**src/hw/rtl/lrcd_pkg.sv**
```systemverilog
// Log record deframer package: phase codes, role codes, result record type
// and the byte-wise reflected CRC-32 step. No dependencies.
package lrcd_pkg;

    localparam logic [31:0] CRC_POLY  = 32'hEDB8_8320;
    localparam logic [31:0] ALL_ONES  = 32'hFFFF_FFFF;

    localparam logic [1:0] ROLE_KEY   = 2'd0;
    localparam logic [1:0] ROLE_VALUE = 2'd1;
    localparam logic [1:0] ROLE_NONE  = 2'd2;

    typedef enum logic [2:0] {
        PH_CRC  = 3'd0,
        PH_TYPE = 3'd1,
        PH_KLEN = 3'd2,
        PH_KEY  = 3'd3,
        PH_VLEN = 3'd4,
        PH_VAL  = 3'd5
    } t_phase;

    typedef struct packed {
        logic [7:0] data_byte;
        logic       first_of_log;
    } t_in_item;

    typedef struct packed {
        logic [1:0]  byte_role;
        logic [7:0]  payload_byte;
        logic        record_end;
        logic        record_ok;
        logic [7:0]  record_type;
        logic [31:0] key_length;
        logic [31:0] value_length;
    } t_result;

    function automatic logic [31:0] crc_byte(input logic [31:0] crc, input logic [7:0] b);
        logic [31:0] c;
        c = crc ^ {24'd0, b};
        for (int k = 0; k < 8; k++) begin
            c = c[0] ? (CRC_POLY ^ (c >> 1)) : (c >> 1);
        end
        return c;
    endfunction

endpackage

```
**src/hw/rtl/lrcd_if.sv**
```systemverilog
// Valid/ready channel interfaces for the log record deframer: raw byte
// request in, tagged result request out. No dependencies.
interface lrcd_in_if;
    logic       valid;
    logic       ready;
    logic [7:0] data_byte;
    logic       first_of_log;

    modport source (output valid, output data_byte, output first_of_log, input ready);
    modport sink   (input valid, input data_byte, input first_of_log, output ready);
endinterface

interface lrcd_out_if;
    logic        valid;
    logic        ready;
    logic [1:0]  byte_role;
    logic [7:0]  payload_byte;
    logic        record_end;
    logic        record_ok;
    logic [7:0]  record_type;
    logic [31:0] key_length;
    logic [31:0] value_length;

    modport source (output valid, output byte_role, output payload_byte, output record_end,
                    output record_ok, output record_type, output key_length,
                    output value_length, input ready);
    modport sink   (input valid, input byte_role, input payload_byte, input record_end,
                    input record_ok, input record_type, input key_length,
                    input value_length, output ready);
endinterface

```
**src/hw/rtl/lrcd_in_reg.sv**
```systemverilog
// Input register stage: captures one byte request and holds it until the
// parser consumes it. Depends on lrcd_pkg and lrcd_in_if.
module lrcd_in_reg (
    input  logic               i_clk,
    input  logic               i_rst_n,
    lrcd_in_if.sink            i_in,
    input  logic               i_adv,
    output logic               o_valid,
    output lrcd_pkg::t_in_item o_item
);
    logic               r_valid;
    lrcd_pkg::t_in_item r_item;

    assign i_in.ready = !r_valid || i_adv;
    assign o_valid    = r_valid;
    assign o_item     = r_item;

    always_ff @(posedge i_clk) begin
        if (!i_rst_n) begin
            r_valid <= 1'b0;
        end else if (i_in.ready) begin
            r_valid <= i_in.valid;
        end
    end

    always_ff @(posedge i_clk) begin
        if (i_in.valid && i_in.ready) begin
            r_item.data_byte    <= i_in.data_byte;
            r_item.first_of_log <= i_in.first_of_log;
        end
    end
endmodule

```
**src/hw/rtl/lrcd_parser.sv**
```systemverilog
// Record parser: phase state, running CRC, length counters and verdict.
// One byte per step. Depends on lrcd_pkg.
module lrcd_parser #(
    parameter int LENGTH_BITS = 32
) (
    input  logic               i_clk,
    input  logic               i_rst_n,
    input  logic               i_step,
    input  lrcd_pkg::t_in_item i_item,
    output logic               o_res_valid,
    output lrcd_pkg::t_result  o_res
);
    lrcd_pkg::t_phase       r_phase, n_phase, e_phase;
    logic [1:0]             r_idx, n_idx, e_idx;
    logic [31:0]            r_stored, n_stored, e_stored;
    logic [31:0]            r_run, n_run, e_run;
    logic [7:0]             r_kind, n_kind, e_kind;
    logic [31:0]            r_ksz, n_ksz, e_ksz;
    logic [31:0]            r_vsz, n_vsz, e_vsz;
    logic [LENGTH_BITS-1:0] r_left, n_left, e_left;
    logic                   r_stopped, n_stopped, e_stopped;

    logic [7:0]             b;
    logic [31:0]            byte_sh;
    logic [31:0]            crc_new;
    logic [31:0]            ksz_acc, vsz_acc;
    logic                   ksz_fits, vsz_fits;
    logic [LENGTH_BITS-1:0] left_dec;
    logic                   ok;
    logic                   idx_last;

    // a first-of-log byte sees the restarted state
    always_comb begin
        if (i_item.first_of_log) begin
            e_phase   = lrcd_pkg::PH_CRC;
            e_idx     = 2'd0;
            e_stored  = 32'd0;
            e_run     = lrcd_pkg::ALL_ONES;
            e_kind    = 8'd0;
            e_ksz     = 32'd0;
            e_vsz     = 32'd0;
            e_left    = '0;
            e_stopped = 1'b0;
        end else begin
            e_phase   = r_phase;
            e_idx     = r_idx;
            e_stored  = r_stored;
            e_run     = r_run;
            e_kind    = r_kind;
            e_ksz     = r_ksz;
            e_vsz     = r_vsz;
            e_left    = r_left;
            e_stopped = r_stopped;
        end
    end

    assign b        = i_item.data_byte;
    assign byte_sh  = {24'd0, b} << {e_idx, 3'b000};
    assign crc_new  = (e_phase != lrcd_pkg::PH_CRC) ? lrcd_pkg::crc_byte(e_run, b) : e_run;
    assign ksz_acc  = e_ksz | byte_sh;
    assign vsz_acc  = e_vsz | byte_sh;
    assign ksz_fits = (ksz_acc >> LENGTH_BITS) == 32'd0;
    assign vsz_fits = (vsz_acc >> LENGTH_BITS) == 32'd0;
    assign left_dec = e_left - {{(LENGTH_BITS-1){1'b0}}, 1'b1};
    assign ok       = (crc_new ^ lrcd_pkg::ALL_ONES) == e_stored;
    assign idx_last = (e_idx == 2'd3);

    // next state
    always_comb begin
        n_phase   = e_phase;
        n_idx     = e_idx;
        n_stored  = e_stored;
        n_run     = crc_new;
        n_kind    = e_kind;
        n_ksz     = e_ksz;
        n_vsz     = e_vsz;
        n_left    = e_left;
        n_stopped = e_stopped;
        if (!e_stopped) begin
            unique case (e_phase)
                lrcd_pkg::PH_TYPE: begin
                    n_kind  = b;
                    n_phase = lrcd_pkg::PH_KLEN;
                    n_idx   = 2'd0;
                end
                lrcd_pkg::PH_KLEN: begin
                    n_ksz = ksz_acc;
                    if (!idx_last) begin
                        n_idx = e_idx + 2'd1;
                    end else begin
                        n_idx = 2'd0;
                        if (!ksz_fits) begin
                            n_stopped = 1'b1;
                        end else begin
                            n_left  = ksz_acc[LENGTH_BITS-1:0];
                            n_phase = (ksz_acc == 32'd0) ? lrcd_pkg::PH_VLEN : lrcd_pkg::PH_KEY;
                        end
                    end
                end
                lrcd_pkg::PH_KEY: begin
                    n_left = left_dec;
                    if (left_dec == '0) begin
                        n_phase = lrcd_pkg::PH_VLEN;
                        n_idx   = 2'd0;
                    end
                end
                lrcd_pkg::PH_VLEN: begin
                    n_vsz = vsz_acc;
                    if (!idx_last) begin
                        n_idx = e_idx + 2'd1;
                    end else begin
                        n_idx = 2'd0;
                        if (!vsz_fits) begin
                            n_stopped = 1'b1;
                        end else if (vsz_acc == 32'd0) begin
                            n_phase   = lrcd_pkg::PH_CRC;
                            n_stored  = 32'd0;
                            n_run     = lrcd_pkg::ALL_ONES;
                            n_kind    = 8'd0;
                            n_ksz     = 32'd0;
                            n_vsz     = 32'd0;
                            n_left    = '0;
                            n_stopped = !ok;
                        end else begin
                            n_left  = vsz_acc[LENGTH_BITS-1:0];
                            n_phase = lrcd_pkg::PH_VAL;
                        end
                    end
                end
                lrcd_pkg::PH_VAL: begin
                    n_left = left_dec;
                    if (left_dec == '0) begin
                        n_phase   = lrcd_pkg::PH_CRC;
                        n_idx     = 2'd0;
                        n_stored  = 32'd0;
                        n_run     = lrcd_pkg::ALL_ONES;
                        n_kind    = 8'd0;
                        n_ksz     = 32'd0;
                        n_vsz     = 32'd0;
                        n_left    = '0;
                        n_stopped = !ok;
                    end
                end
                default: begin
                    // stored CRC bytes; a stray phase code restarts the record
                    if (e_phase != lrcd_pkg::PH_CRC) begin
                        n_phase  = lrcd_pkg::PH_CRC;
                        n_stored = {24'd0, b};
                        n_run    = lrcd_pkg::ALL_ONES;
                        n_kind   = 8'd0;
                        n_ksz    = 32'd0;
                        n_vsz    = 32'd0;
                        n_left   = '0;
                        n_idx    = 2'd1;
                    end else begin
                        n_stored = e_stored | byte_sh;
                        if (!idx_last) begin
                            n_idx = e_idx + 2'd1;
                        end else begin
                            n_idx   = 2'd0;
                            n_phase = lrcd_pkg::PH_TYPE;
                        end
                    end
                end
            endcase
        end
    end

    // result
    always_comb begin
        o_res_valid = 1'b0;
        o_res       = '0;
        o_res.byte_role = lrcd_pkg::ROLE_NONE;
        if (!e_stopped) begin
            unique case (e_phase)
                lrcd_pkg::PH_KEY: begin
                    o_res_valid        = 1'b1;
                    o_res.byte_role    = lrcd_pkg::ROLE_KEY;
                    o_res.payload_byte = b;
                end
                lrcd_pkg::PH_VLEN: begin
                    if (idx_last && vsz_fits && vsz_acc == 32'd0) begin
                        o_res_valid        = 1'b1;
                        o_res.record_end   = 1'b1;
                        o_res.record_ok    = ok;
                        o_res.record_type  = e_kind;
                        o_res.key_length   = e_ksz;
                        o_res.value_length = vsz_acc;
                    end
                end
                lrcd_pkg::PH_VAL: begin
                    o_res_valid        = 1'b1;
                    o_res.byte_role    = lrcd_pkg::ROLE_VALUE;
                    o_res.payload_byte = b;
                    if (left_dec == '0) begin
                        o_res.record_end   = 1'b1;
                        o_res.record_ok    = ok;
                        o_res.record_type  = e_kind;
                        o_res.key_length   = e_ksz;
                        o_res.value_length = e_vsz;
                    end
                end
                default: begin
                    o_res_valid = 1'b0;
                end
            endcase
        end
    end

    always_ff @(posedge i_clk) begin
        if (!i_rst_n) begin
            r_phase   <= lrcd_pkg::PH_CRC;
            r_idx     <= 2'd0;
            r_stored  <= 32'd0;
            r_run     <= lrcd_pkg::ALL_ONES;
            r_kind    <= 8'd0;
            r_ksz     <= 32'd0;
            r_vsz     <= 32'd0;
            r_left    <= '0;
            r_stopped <= 1'b0;
        end else if (i_step) begin
            r_phase   <= n_phase;
            r_idx     <= n_idx;
            r_stored  <= n_stored;
            r_run     <= n_run;
            r_kind    <= n_kind;
            r_ksz     <= n_ksz;
            r_vsz     <= n_vsz;
            r_left    <= n_left;
            r_stopped <= n_stopped;
        end
    end
endmodule

```
**src/hw/rtl/lrcd_out_reg.sv**
```systemverilog
// Result register: holds one result request until the sink takes it.
// Depends on lrcd_pkg and lrcd_out_if.
module lrcd_out_reg (
    input  logic              i_clk,
    input  logic              i_rst_n,
    input  logic              i_load,
    input  logic              i_res_valid,
    input  lrcd_pkg::t_result i_res,
    output logic              o_can_load,
    lrcd_out_if.source        o_out
);
    logic              r_valid;
    lrcd_pkg::t_result r_res;

    assign o_can_load         = !r_valid || o_out.ready;
    assign o_out.valid        = r_valid;
    assign o_out.byte_role    = r_res.byte_role;
    assign o_out.payload_byte = r_res.payload_byte;
    assign o_out.record_end   = r_res.record_end;
    assign o_out.record_ok    = r_res.record_ok;
    assign o_out.record_type  = r_res.record_type;
    assign o_out.key_length   = r_res.key_length;
    assign o_out.value_length = r_res.value_length;

    always_ff @(posedge i_clk) begin
        if (!i_rst_n) begin
            r_valid <= 1'b0;
        end else if (i_load) begin
            r_valid <= i_res_valid;
        end else if (o_out.ready) begin
            r_valid <= 1'b0;
        end
    end

    always_ff @(posedge i_clk) begin
        if (i_load && i_res_valid) begin
            r_res <= i_res;
        end
    end
endmodule

```
**src/hw/rtl/log_record_crc_deframer_top.sv**
```systemverilog
// Log record CRC deframer top: input register, parser, result register.
// A result is loaded into the result register as its byte leaves the input register.
// Throughput: one byte per cycle unless the sink holds off the result register; the
// byte CRC step and the length counters sit between the input and result registers.
// Reset: synchronous, active low; parser waits for a stored CRC, not stopped.
// Depends on lrcd_pkg, lrcd_if, lrcd_in_reg, lrcd_parser, lrcd_out_reg.
module log_record_crc_deframer_top #(
    parameter int LENGTH_BITS = 32
) (
    input  logic       i_clk,
    input  logic       i_rst_n,
    lrcd_in_if.sink    i_in,
    lrcd_out_if.source o_out
);
    logic               s1_valid;
    lrcd_pkg::t_in_item s1_item;
    logic               can_load;
    logic               adv;
    logic               res_valid;
    lrcd_pkg::t_result  res;

    assign adv = s1_valid && can_load;

    lrcd_in_reg u_in_reg (
        .i_clk   (i_clk),
        .i_rst_n (i_rst_n),
        .i_in    (i_in),
        .i_adv   (adv),
        .o_valid (s1_valid),
        .o_item  (s1_item)
    );

    lrcd_parser #(
        .LENGTH_BITS (LENGTH_BITS)
    ) u_parser (
        .i_clk       (i_clk),
        .i_rst_n     (i_rst_n),
        .i_step      (adv),
        .i_item      (s1_item),
        .o_res_valid (res_valid),
        .o_res       (res)
    );

    lrcd_out_reg u_out_reg (
        .i_clk       (i_clk),
        .i_rst_n     (i_rst_n),
        .i_load      (adv),
        .i_res_valid (res_valid),
        .i_res       (res),
        .o_can_load  (can_load),
        .o_out       (o_out)
    );
endmodule

```
**src/flat_wrapper.sv**
```systemverilog
// flat-port wrapper written by rule: the top's interface ports become plain ports
module log_record_crc_deframer_top_flat 
#(
    parameter int LENGTH_BITS = 32
)
  (i_clk, i_rst_n, i_in_valid, i_in_data_byte, i_in_first_of_log, i_in_ready, o_out_valid, o_out_byte_role, o_out_payload_byte, o_out_record_end, o_out_record_ok, o_out_record_type, o_out_key_length, o_out_value_length, o_out_ready);
  lrcd_in_if i_in_i ();
  lrcd_out_if o_out_i ();
  input  logic i_clk;
  input  logic i_rst_n;
  input wire logic [$bits(i_in_i.valid)-1:0] i_in_valid;
  input wire logic [$bits(i_in_i.data_byte)-1:0] i_in_data_byte;
  input wire logic [$bits(i_in_i.first_of_log)-1:0] i_in_first_of_log;
  output wire logic [$bits(i_in_i.ready)-1:0] i_in_ready;
  output wire logic [$bits(o_out_i.valid)-1:0] o_out_valid;
  output wire logic [$bits(o_out_i.byte_role)-1:0] o_out_byte_role;
  output wire logic [$bits(o_out_i.payload_byte)-1:0] o_out_payload_byte;
  output wire logic [$bits(o_out_i.record_end)-1:0] o_out_record_end;
  output wire logic [$bits(o_out_i.record_ok)-1:0] o_out_record_ok;
  output wire logic [$bits(o_out_i.record_type)-1:0] o_out_record_type;
  output wire logic [$bits(o_out_i.key_length)-1:0] o_out_key_length;
  output wire logic [$bits(o_out_i.value_length)-1:0] o_out_value_length;
  input wire logic [$bits(o_out_i.ready)-1:0] o_out_ready;
  assign i_in_i.valid = i_in_valid;
  assign i_in_i.data_byte = i_in_data_byte;
  assign i_in_i.first_of_log = i_in_first_of_log;
  assign i_in_ready = i_in_i.ready;
  assign o_out_valid = o_out_i.valid;
  assign o_out_byte_role = o_out_i.byte_role;
  assign o_out_payload_byte = o_out_i.payload_byte;
  assign o_out_record_end = o_out_i.record_end;
  assign o_out_record_ok = o_out_i.record_ok;
  assign o_out_record_type = o_out_i.record_type;
  assign o_out_key_length = o_out_i.key_length;
  assign o_out_value_length = o_out_i.value_length;
  assign o_out_i.ready = o_out_ready;
  log_record_crc_deframer_top #(.LENGTH_BITS(LENGTH_BITS)) u_core (.i_clk(i_clk), .i_rst_n(i_rst_n), .i_in(i_in_i), .o_out(o_out_i));
endmodule
```
**config.mk**
```make
export PLATFORM = sky130hd
export DESIGN_NAME = log_record_crc_deframer_top_flat
export DESIGN_NICKNAME = d
export VERILOG_FILES = /design/src/hw/rtl/lrcd_pkg.sv /design/src/hw/rtl/lrcd_if.sv /design/src/hw/rtl/lrcd_in_reg.sv /design/src/hw/rtl/lrcd_parser.sv /design/src/hw/rtl/lrcd_out_reg.sv /design/src/hw/rtl/log_record_crc_deframer_top.sv /design/src/flat_wrapper.sv
export SDC_FILE = /design/constraint.sdc
export NUM_CORES = 1
export LEC_CHECK = 0
export BUFFER_PORTS_ARGS = -buffer_cell sky130_fd_sc_hd__buf_2
export CAP_MARGIN = 10
export CORE_ASPECT_RATIO = 0.9
export CORE_MARGIN = 1.5
export CORE_UTILIZATION = 30
export DETAILED_ROUTE_END_ITERATION = 12
export GPL_ROUTABILITY_DRIVEN = 0
export GPL_TIMING_DRIVEN = 0
export PLACE_DENSITY_LB_ADDON = 0.1
export SLEW_MARGIN = 20
export SYNTH_ARGS = -nofsm -noshare
export SYNTH_HDL_FRONTEND = slang
export SYNTH_SLANG_ARGS = --single-unit
export TNS_END_PERCENT = 5
```
**constraint.sdc**
```tcl
create_clock -name i_clk -period 5 [get_ports i_clk]
set_clock_uncertainty 0.1 [all_clocks]
set_input_delay 1 -clock i_clk [delete_from_list [all_inputs] [get_ports i_clk]]
set_output_delay 1 -clock i_clk [all_outputs]
set_load 0.05 [all_outputs]
```
Yosys cells after proc, flatten, opt, wreduce, memory -nomap -nowiden
Index checks and enable logic that the tools add are counted.
{ "classes": {"n_addsub": 2, "eq_ne": 7, "shift": 1, "n_mux": 83, "n_bitwise": 13, "n_reduce_logical": 19} }
{ "op_table": {"columns": ["cell", "count"], "rows": [
  ["two-way mux 32 bit", 39],
  ["case mux 32 bit (3 select lines)", 3],
  ["case mux 32 bit (5 select lines)", 1],
  ["two-way mux 74 bit", 2],
  ["case mux 74 bit (2 select lines)", 1],
  ["case mux 32 bit (4 select lines)", 1],
  ["NOT 13 -> 14 bit", 8],
  ["logical NOT 32 bit", 3],
  ["OR 32 bit", 3],
  ["two-way mux 8 bit", 6],
  ["== test 32 bit", 1],
  ["NOT 32 bit", 1],
  ["case mux 8 bit (4 select lines)", 1],
  ["<< shifter 8 x 5 -> 32 bit", 1],
  ["subtractor 32 x 1 -> 32 bit, second input constant", 1],
  ["bitwise XOR 32 x 8 -> 32 bit", 1],
  ["two-way mux 3 bit", 10],
  ["case mux 10 bit (2 select lines)", 1],
  ["case mux 3 bit (5 select lines)", 1],
  ["two-way mux 2 bit", 5],
  ["two-way mux 1 bit", 9],
  ["OR reduction 2 bit", 4],
  ["== test 3 x 2 -> 1 bit, second input constant", 2],
  ["== test 3 bit, second input constant", 2],
  ["11 further kinds", 18]
]} }
{ "totals": {"register_bits": 269, "in_bits": 13, "out_inout_bits": 86} }

Depth between registers and ports, before layout
Gate-level depths: netlist of the first run.
{ "depth": {"depth_word": 26, "mapped_depth": 23, "mapped_depth_nobuf": 13} }

Hierarchy
A second synthesis of the first run with hierarchy kept.
{ "unflattened": {"hier_cells": 1661, "area_unflattened_um2": 14784.2} }
{ "modules_own_cells": {"columns": ["module", "instances", "cells_per_inst", "area_per_inst_um2"], "rows": [
  ["lrcd_parser", 1, 1557, 11876.4],
  ["lrcd_out_reg", 1, 89, 2573.7],
  ["lrcd_in_reg", 1, 14, 327.8],
  ["log_record_crc_deframer_top", 1, 1, 6.3]
]} }

Worst setup path before layout of the first run
OpenSTA, ideal clock, no wires.
{ "synth_path": {"kind": "register to register", "startpoint": "reg u_core.u_in_reg.r_item (netlist bit u_core.u_in_reg.o_item[0])", "endpoint": "reg u_core.u_parser.r_stored[10]", "setup_ns": 0.117, "arrival_ns": 4.993, "required_time_ns": 4.783, "setup_slack_ns": -0.209, "stages_incl_launch_ff": 22, "cell_sequence": "edfxtp_1 > buf_2 > clkinv_1 > clkbuf_1 > clkbuf_1 > clkbuf_1 > clkbuf_1 > clkbuf_1 > clkbuf_1 > nand2_1 > ha_1 > inv_1 > clkbuf_1 > nor2_1 > a221o_1 > nor4_1 > nand4_2 > o211ai_2 > o21bai_2 > and2_1 > buf_2 > a22o_1"} }
{ "synth_via": {"elab_chain_len": 8, "elab_cells_between_ends": 26, "classes_between": "add/sub (1); eq/ne (6); shift (1); mux (12); bitwise (2); reduce/logical (4)"} }
{ "synth_lines": {"columns": ["element", "line_no", "source"], "rows": [
  ["from (decl)", "lrcd_in_reg.sv:12", "lrcd_pkg::t_in_item r_item;"],
  ["branches (longest 7 deep; another with subtractor 32 x 1 -> 32 bit)", null, null],
  ["two-way mux 32 bit (*)", "lrcd_parser.sv:79", "if (!e_stopped) begin"],
  ["to (signal assigned)", "lrcd_parser.sv:224", "r_stored <= n_stored;"],
  ["to (decl)", "lrcd_parser.sv:15", "logic [31:0] r_stored, n_stored, e_stored;"]
]} }
Every way passes the cells marked *.
A chain may end at the register's enable or synchronous reset.

Final worst setup path of the first run
{ "layout_path": {"startpoint": "reg u_core.u_in_reg.r_item (netlist bit u_core.u_in_reg.o_item[0])", "endpoint": "reg u_core.u_out_reg.r_res (netlist bit u_core.u_out_reg.o_out.record_ok) (data pin)"} }
{ "layout_via": {"elab_chain_len": 21, "elab_cells_between_ends": 40, "classes_between": "add/sub (1); eq/ne (4); shift (1); mux (19); bitwise (11); reduce/logical (4)"} }
{ "layout_lines": {"columns": ["element", "line_no", "source"], "rows": [
  ["two-way mux 32 bit", "lrcd_parser.sv:34", "if (i_item.first_of_log) begin"],
  ["bitwise XOR 32 x 8 -> 32 bit", "lrcd_pkg.sv:38", "c = crc ^ {24'd0, b};"],
  ["NOT 13 -> 14 bit (no source line)", null, null],
  ["two-way mux 32 bit", "lrcd_pkg.sv:40", "c = c[0] ? (CRC_POLY ^ (c >> 1)) : (c >> 1);"],
  ["two-way mux 32 bit / NOT 13 -> 14 bit (equally long branches)", null, null],
  ["NOT 13 -> 14 bit (no source line) / two-way mux 32 bit (equally long branches)", null, null],
  ["two-way mux 32 bit", "lrcd_pkg.sv:40", null],
  ["NOT 13 -> 14 bit (no source line)", null, null],
  ["[... 5 more ...]", null, null],
  ["two-way mux 32 bit", "lrcd_pkg.sv:40", null],
  ["NOT 13 -> 14 bit (no source line)", null, null],
  ["two-way mux 32 bit", "lrcd_pkg.sv:40", null],
  ["two-way mux 32 bit", "lrcd_parser.sv:59", "assign crc_new = (e_phase != lrcd_pkg::PH_CRC) ? lrcd_pkg::crc_byte(e_run, b) : e_run;"],
  ["NOT 32 bit (no source line)", null, null],
  ["== test 32 bit", "lrcd_parser.sv:65", "assign ok = (crc_new ^ lrcd_pkg::ALL_ONES) == e_stored;"],
  ["two-way mux 74 bit, on equally long branches", "lrcd_parser.sv:195, lrcd_parser.sv:182", null],
  ["case mux 74 bit (2 select lines)", "lrcd_parser.sv:175", "unique case (e_phase)"],
  ["to (signal assigned)", "lrcd_out_reg.sv:37", "r_res <= i_res;"],
  ["to (decl)", "lrcd_out_reg.sv:13", "lrcd_pkg::t_result r_res;"]
]} }
Several ways; a longest one is shown, not always the timed one.

==> results of run 1 <==
==> worst register-to-register path, cell delays in order, from the launching register on <==
cell and delay (ns):
edfxtp_1 0.33, buf_4 0.22, clkbuf_2 0.46, clkbuf_4 0.50, buf_2 0.43, buf_2 0.40, buf_2 0.38, clkdlybuf4s15_1 0.82
a21oi_1 0.25, nor4_1 0.63, and3_1 0.32
==> report_power, final <==
part	leakage, nW	internal (mW)	switching [mW]	total (mW)
clock network	0.560	1.50	1.04	2.54
logic	3.54	0.251	0.538	0.789
registers	2.12	2.26	0.0281	2.29
==> cells by family after synthesis <==
kind of cell	share of synthesized area
multiplexers	0.00757
AO/OA/AOI/OAI	0.245
flip-flops	0.411
adder cells (fa/ha/maj)	0.00244
buffers and inverters	0.0449
XOR/XNOR	0.0780
AND/OR/NAND/NOR	0.212
==> worst paths after layout <==
kind | endpoint | cells past startpoint | startpoint | slack (ns)
worst min register to register | u_core.u_parser.r_kind[1] | 1 | u_core.u_parser.r_kind[1] | 0.39
worst max-delay path | u_core.u_out_reg.o_out.record_ok | 10 | u_core.u_in_reg.o_item[0] | -0.004
worst min-delay path | u_core.u_parser.r_kind[1] | 1 | u_core.u_parser.r_kind[1] | 0.39
worst max register to register | u_core.u_out_reg.o_out.record_ok | 10 | u_core.u_in_reg.o_item[0] | -0.004
==> through the flow <==
| step | instances | setup WS (ns) | hold slack [ns] | cell area (µm²) |
|---|---|---|---|---|
| floorplan | 1762 | 0.0496 | 0.330 | 15400 |
| global placement | 2539 | -3.70 | 0.372 | 16700 |
| detailed placement | 2540 | -3.65 | 0.381 | 16800 |
| CTS | 2606 | 0.000926 | 0.393 | 18200 |
| global route | 2613 | -0.106 | 0.418 | 18300 |
| finish | 2614 | -0.00368 | 0.390 | 18300 |
==> state kept, by name, indices dropped and copies added (netlist names) <==
signal and count:
u_core.u_in_reg.o_valid 1, u_core.u_out_reg.o_out.value_length 32, u_core.u_out_reg.o_out.byte_role 2, u_core.u_parser.r_left 32, u_core.u_out_reg.o_out.record_type 8, u_core.u_parser.r_stopped 1, u_core.u_out_reg.o_out.payload_byte 8, u_core.u_parser.r_idx 2
u_core.u_out_reg.o_out.key_length 32, u_core.u_parser.r_kind 8, u_core.u_parser.r_phase 3, u_core.u_out_reg.o_out.record_end 1, u_core.u_out_reg.o_out.record_ok 1, u_core.u_parser.r_vsz 32, u_core.u_out_reg.o_out.valid 1, u_core.u_parser.r_ksz 32
u_core.u_in_reg.o_item 9, u_core.u_parser.r_run 32, u_core.u_parser.r_stored 32
==> what timing repair did <==
| item | in CTS | in global routing |
|---|---|---|
| setup buffers | 5 | 6 |
| pin swaps | 7 | 6 |
| gates resized for setup | 62 | 34 |
| gates cloned | 1 | 1 |
| endpoints found under the hold margin | 0 | 0 |
| endpoints found under the setup margin | 333 | 279 |
==> cell usage after synthesis, types with 10 or more instances <==
| cell | count |
|---|---|
| and3_1 | 26 |
| xnor2_1 | 67 |
| a21oi_1 | 97 |
| dfxtp_1 | 176 |
| inv_1 | 35 |
| nand2_1 | 129 |
| nand3_1 | 33 |
| or3_1 | 17 |
| o21ai_0 | 116 |
| xnor3_1 | 16 |
| a211oi_1 | 16 |
| nand4_1 | 19 |
| edfxtp_1 | 93 |
| a32oi_1 | 22 |
| xor2_1 | 26 |
| nor2_1 | 189 |
| o21a_1 | 12 |
| nor3_1 | 45 |
| a22o_1 | 17 |
| o22ai_1 | 10 |
| nor4_1 | 37 |
| a31oi_1 | 34 |
| a21o_1 | 21 |
| a32o_1 | 17 |
| and2_1 | 83 |
| o211ai_1 | 16 |
| a22oi_1 | 51 |
| clkbuf_1 | 122 |
| nand2b_1 | 11 |
| nor2b_1 | 16 |
==> per-layer routing <==
metal	vias up	share of wire	GRT usage
li1	6890	-	-
met1	7598	0.45	0.393
met2	943	0.41	0.395
met3	208	0.10	0.0642
met4	0	0.042	0.114
met5	-	0	0
==> area by class of cell <==
type	count	share of cell area
clock inverters	14	0.00827
flip-flops and latches	269	0.345
plain buffers	138	0.0373
well taps	680	0.0465
diodes	1	0.000137
clock buffers	49	0.0541
repair buffers	110	0.0332
inverters	36	0.00841
multi-input cells	1317	0.467
==> metrics, run 1 <==
max cap viols=0; critical path launch point type=flip-flop; setup tns final=-0.00368 ns; FP Rows=78; Synth Flop Type=dfxtp_1; global-route wire length before repair=106 mm; actual slew at the worst max-slew pin=1.16 ns; via count=15639; TritonCTS clock tree=done; worst setup margin=-0.00368 ns; total core area=50500 µm²; commonest non-fill, non-tap cell in the layout=nor2_1; starting density of the core=0.305; Util after Layout=0.363; failing checks=setup timing; max-slew violation count=0; status=finished with violations; fmax=200 MHz; share of the synthesized area in the top cell type=0.229; critical path type=flip-flop to flip-flop; fraction of layout cells with a size suffix above 1=0.129; largest net degree at the start of global routing=54; hold_buf cts=0; area leader, netlist=dfxtp_1; drt first-iter violations=1911; fill count=5278; clk slew on worst S/H paths=0.06 ns; Ys Warns=0; Worst EP required=5.30 ns; initial antenna violation count=1; most frequent CP cell=buf_2; multi-input logic area=8540 µm²; main area contributors after synthesis=dfxtp_1 23%, edfxtp_1 18%, nor2_1 4.6%; vias in the first global route=14677; Crit-path slowest cell=clkdlybuf4s15_1; largest stage delay on the critical path=0.82 ns; Syn Nets=1778; Mapped Cells=1762; # setup viols final=1; clk root buf=clkbuf_16; vias per inst=5.98; first drt pass iteration count=6; CP delay by family, top=buffers and inverters; Clock Tree Buf Depth=3; Num CTS Buffers=35; crit-path max FO=19; Mapped Avg Cell Area=8.72 µm²; DP HPWL=55.5 mm; Pleak=6.22 nW; mapped cell area=15400 µm²; count of unique library cells instantiated by Yosys=88; maximum vdd drop=0.162 mV; most frequent cells in the layout=186 x nor2_1, 176 x dfxtp_1, 126 x nand2_1; Die Y=218 µm; Nets=1923; Port-buffer cells=97; Tmin final=5.00 ns; Setup crit end kind=flip-flop; Synth Register Bits=269; grt total ovfl=0; die area=52600 µm²; # IOs=99; DR WL/cell=28.2 µm; die width=242 µm; Slew HR=0.224; global-route usage over all layers=0.275; Post-synth EDFFs=93; Routed Antenna Nets=0; H-Tree Level Count=2; PwrDens=307 nW/µm²; DRC Markers=0; hold crit path type=flip-flop to flip-flop; ys async rst share=0; Worst EP arrival=5.30 ns; worst skew pair latency=0.57 ns; Final Hold Fails=0; final wirelength=73.8 mm; Total Power=5.62 mW; CTS Sinks=269; Buf+Inv Stages, Crit Path=7; Reg area=6320 µm²; Area Growth Syn to Fin=19.0%; RSZ-0062 raised after global routing=yes; sequential share of the synthesized area=0.411; CP cell instances=buf_4, clkbuf_2, clkbuf_4, buf_2, buf_2, buf_2, clkdlybuf4s15_1, a21oi_1, nor4_1, and3_1; Final Cycle Share=1.00
(Power assumes the default switching activity.)
==> inputs of run 2 (changes only) <==
CORE_ASPECT_RATIO = 1.4   (was 0.9)
==> run 2 against run 1 <==
The run still ends with setup timing left. Non-clock buffer count down 1. Cell area down 0.81%. Clock-buffer cell count down 10. Final cell count down 1.5%. Setup slack worse by 0.040 ns. Clock power down 8.7%. Die area about the same. Critical path depth up 3. Largest power group unchanged.
==> metrics, run 2 (synthesis results as in run 1) <==
Worst EP arrival=5.46 ns (+0.16 ns); maximum vdd drop=0.244 mV (+50%); most frequent CP cell=buf_2; CP cell instances=buf_6, clkbuf_2, buf_2, buf_2, buf_2, nor3_1, o21a_1, clkbuf_1, clkbuf_1, o21ai_0, a31oi_1, nor2_1, a211oi_1; Routed Antenna Nets=0 (unchanged); most frequent cells in the layout=185 x nor2_1, 176 x dfxtp_1, 126 x nand2_1; Setup crit end kind=flip-flop; total core area=50900 µm² (+0.85%); Util after Layout=0.357 (-0.00599); # IOs=99 (unchanged); Worst EP required=5.42 ns (+0.12 ns); vias per inst=6.12 (+2.2%); Crit-path slowest cell=clkbuf_1; Final Hold Fails=0 (unchanged); largest stage delay on the critical path=0.59 ns (-0.23 ns); Tmin final=5.04 ns (+0.0398 ns); grt total ovfl=0 (unchanged); fraction of layout cells with a size suffix above 1=0.125 (-0.00401); global-route usage over all layers=0.288 (+0.0131); Pleak=6.18 nW (-0.70%); crit-path max FO=10 (-9); # setup viols final=4 (+3); H-Tree Level Count=1 (-1); worst setup margin=-0.0434 ns (-0.0398 ns); drt first-iter violations=1909 (-0.10%); Slew HR=0.101 (-0.123); clk root buf=clkbuf_16; FP Rows=98 (+26%); DP HPWL=57.7 mm (+4.1%); commonest non-fill, non-tap cell in the layout=nor2_1; Nets=1916 (-0.36%); CTS Sinks=269 (unchanged); fill count=5261 (-0.32%); RSZ-0062 raised after global routing=yes; failing checks=setup timing; global-route wire length before repair=110 mm (+3.4%); actual slew at the worst max-slew pin=1.33 ns (+0.176 ns); Die Y=271 µm (+24%); PwrDens=298 nW/µm² (-3.0%); multi-input logic area=8530 µm² (-0.13%); hold_buf cts=0 (unchanged); first drt pass iteration count=8 (+2); final wirelength=77.5 mm (+5.0%); Num CTS Buffers=30 (-14%); worst skew pair latency=0.64 ns (+0.07 ns); critical path type=flip-flop to flip-flop; starting density of the core=0.302 (-0.00258); DRC Markers=0 (unchanged); initial antenna violation count=0 (-1); Buf+Inv Stages, Crit Path=7 (unchanged); vias in the first global route=15214 (+3.7%); critical path launch point type=flip-flop; Fin Hold WS=0.387 ns (-0.00279 ns); hold crit path type=flip-flop to flip-flop; max cap viols=0 (unchanged); Reg area=6320 µm² (unchanged); Area Growth Syn to Fin=18.1%; Final Cycle Share=1.01 (+0.00795); Clock Tree Buf Depth=3 (unchanged); die area=52600 µm² (about the same); status=finished with violations; max-slew violation count=0 (unchanged); DR WL/cell=30.1 µm (+6.6%); clk slew on worst S/H paths=0.07 ns (about the same); via count=15752 (+0.72%); fmax=198 MHz (-0.79%); Port-buffer cells=97 (unchanged); TritonCTS clock tree=done; CP delay by family, top=buffers and inverters; die width=194 µm (-20%); largest net degree at the start of global routing=61 (+13%)
-- run 2: worst paths after layout --
check / startpoint / to / slack [ns] / cells after the start
setup / recovery: u_core.u_in_reg.o_item[0] / u_core.u_parser.r_left[21] / -0.04 / 13
hold reg to reg: u_core.u_parser.r_kind[2] / u_core.u_parser.r_kind[2] / 0.39 / 1
hold / removal: u_core.u_parser.r_kind[2] / u_core.u_parser.r_kind[2] / 0.39 / 1
setup reg to reg: u_core.u_in_reg.o_item[0] / u_core.u_parser.r_left[21] / -0.04 / 13
-- run 2: timing repair --
action	in CTS	in global routing
setup buffers	6	1
resized for setup	72	28
endpoints found under the setup margin	333	262
pin swaps	7	3
gates cloned	1	0
-- run 2: routing by layer --
metal	vias up	global-route usage	part of all wire
met5	-	0	0
met4	0	0.229	0.093
met3	334	0.0453	0.070
li1	6839	-	-
met1	7668	0.321	0.36
met2	911	0.490	0.48
-- run 2: layout make-up --
type / instances / area share
clock inverter: 16 / 0.00986
tap: 650 / 0.0448
inverter: 36 / 0.00841
clock buffer: 39 / 0.0460
timing repair buffer: 107 / 0.0323
buffer: 140 / 0.0402
sequential: 269 / 0.348
antenna: 2 / 0.000276
multi-input combinational: 1316 / 0.470
-- run 2: metrics by stage --
step | setup TNS, ns | area, µm² | setup WS [ns] | power [mW] | std cells
4_1_cts | 0 | 18100 | 0.00711 | 5.41 | 2572
2_1_floorplan | 0 | 15400 | 0.0496 | 2.80 | 1762
6_report | -0.0890 | 18100 | -0.0434 | 5.41 | 2575
3_5_place_dp | -991.79 | 16700 | -4.10 | 3.07 | 2511
5_1_grt | -3.61 | 18100 | -0.114 | 5.56 | 2573
3_3_place_gp | -1156.78 | 16700 | -4.12 | 3.07 | 2509
-- run 2: report_power, final --
group	internal (mW)	total [mW]	switching, mW
clock	1.33	2.32	0.995
combinational	0.251	0.792	0.541
sequential	2.26	2.29	0.0295
total	3.84	5.41	1.57
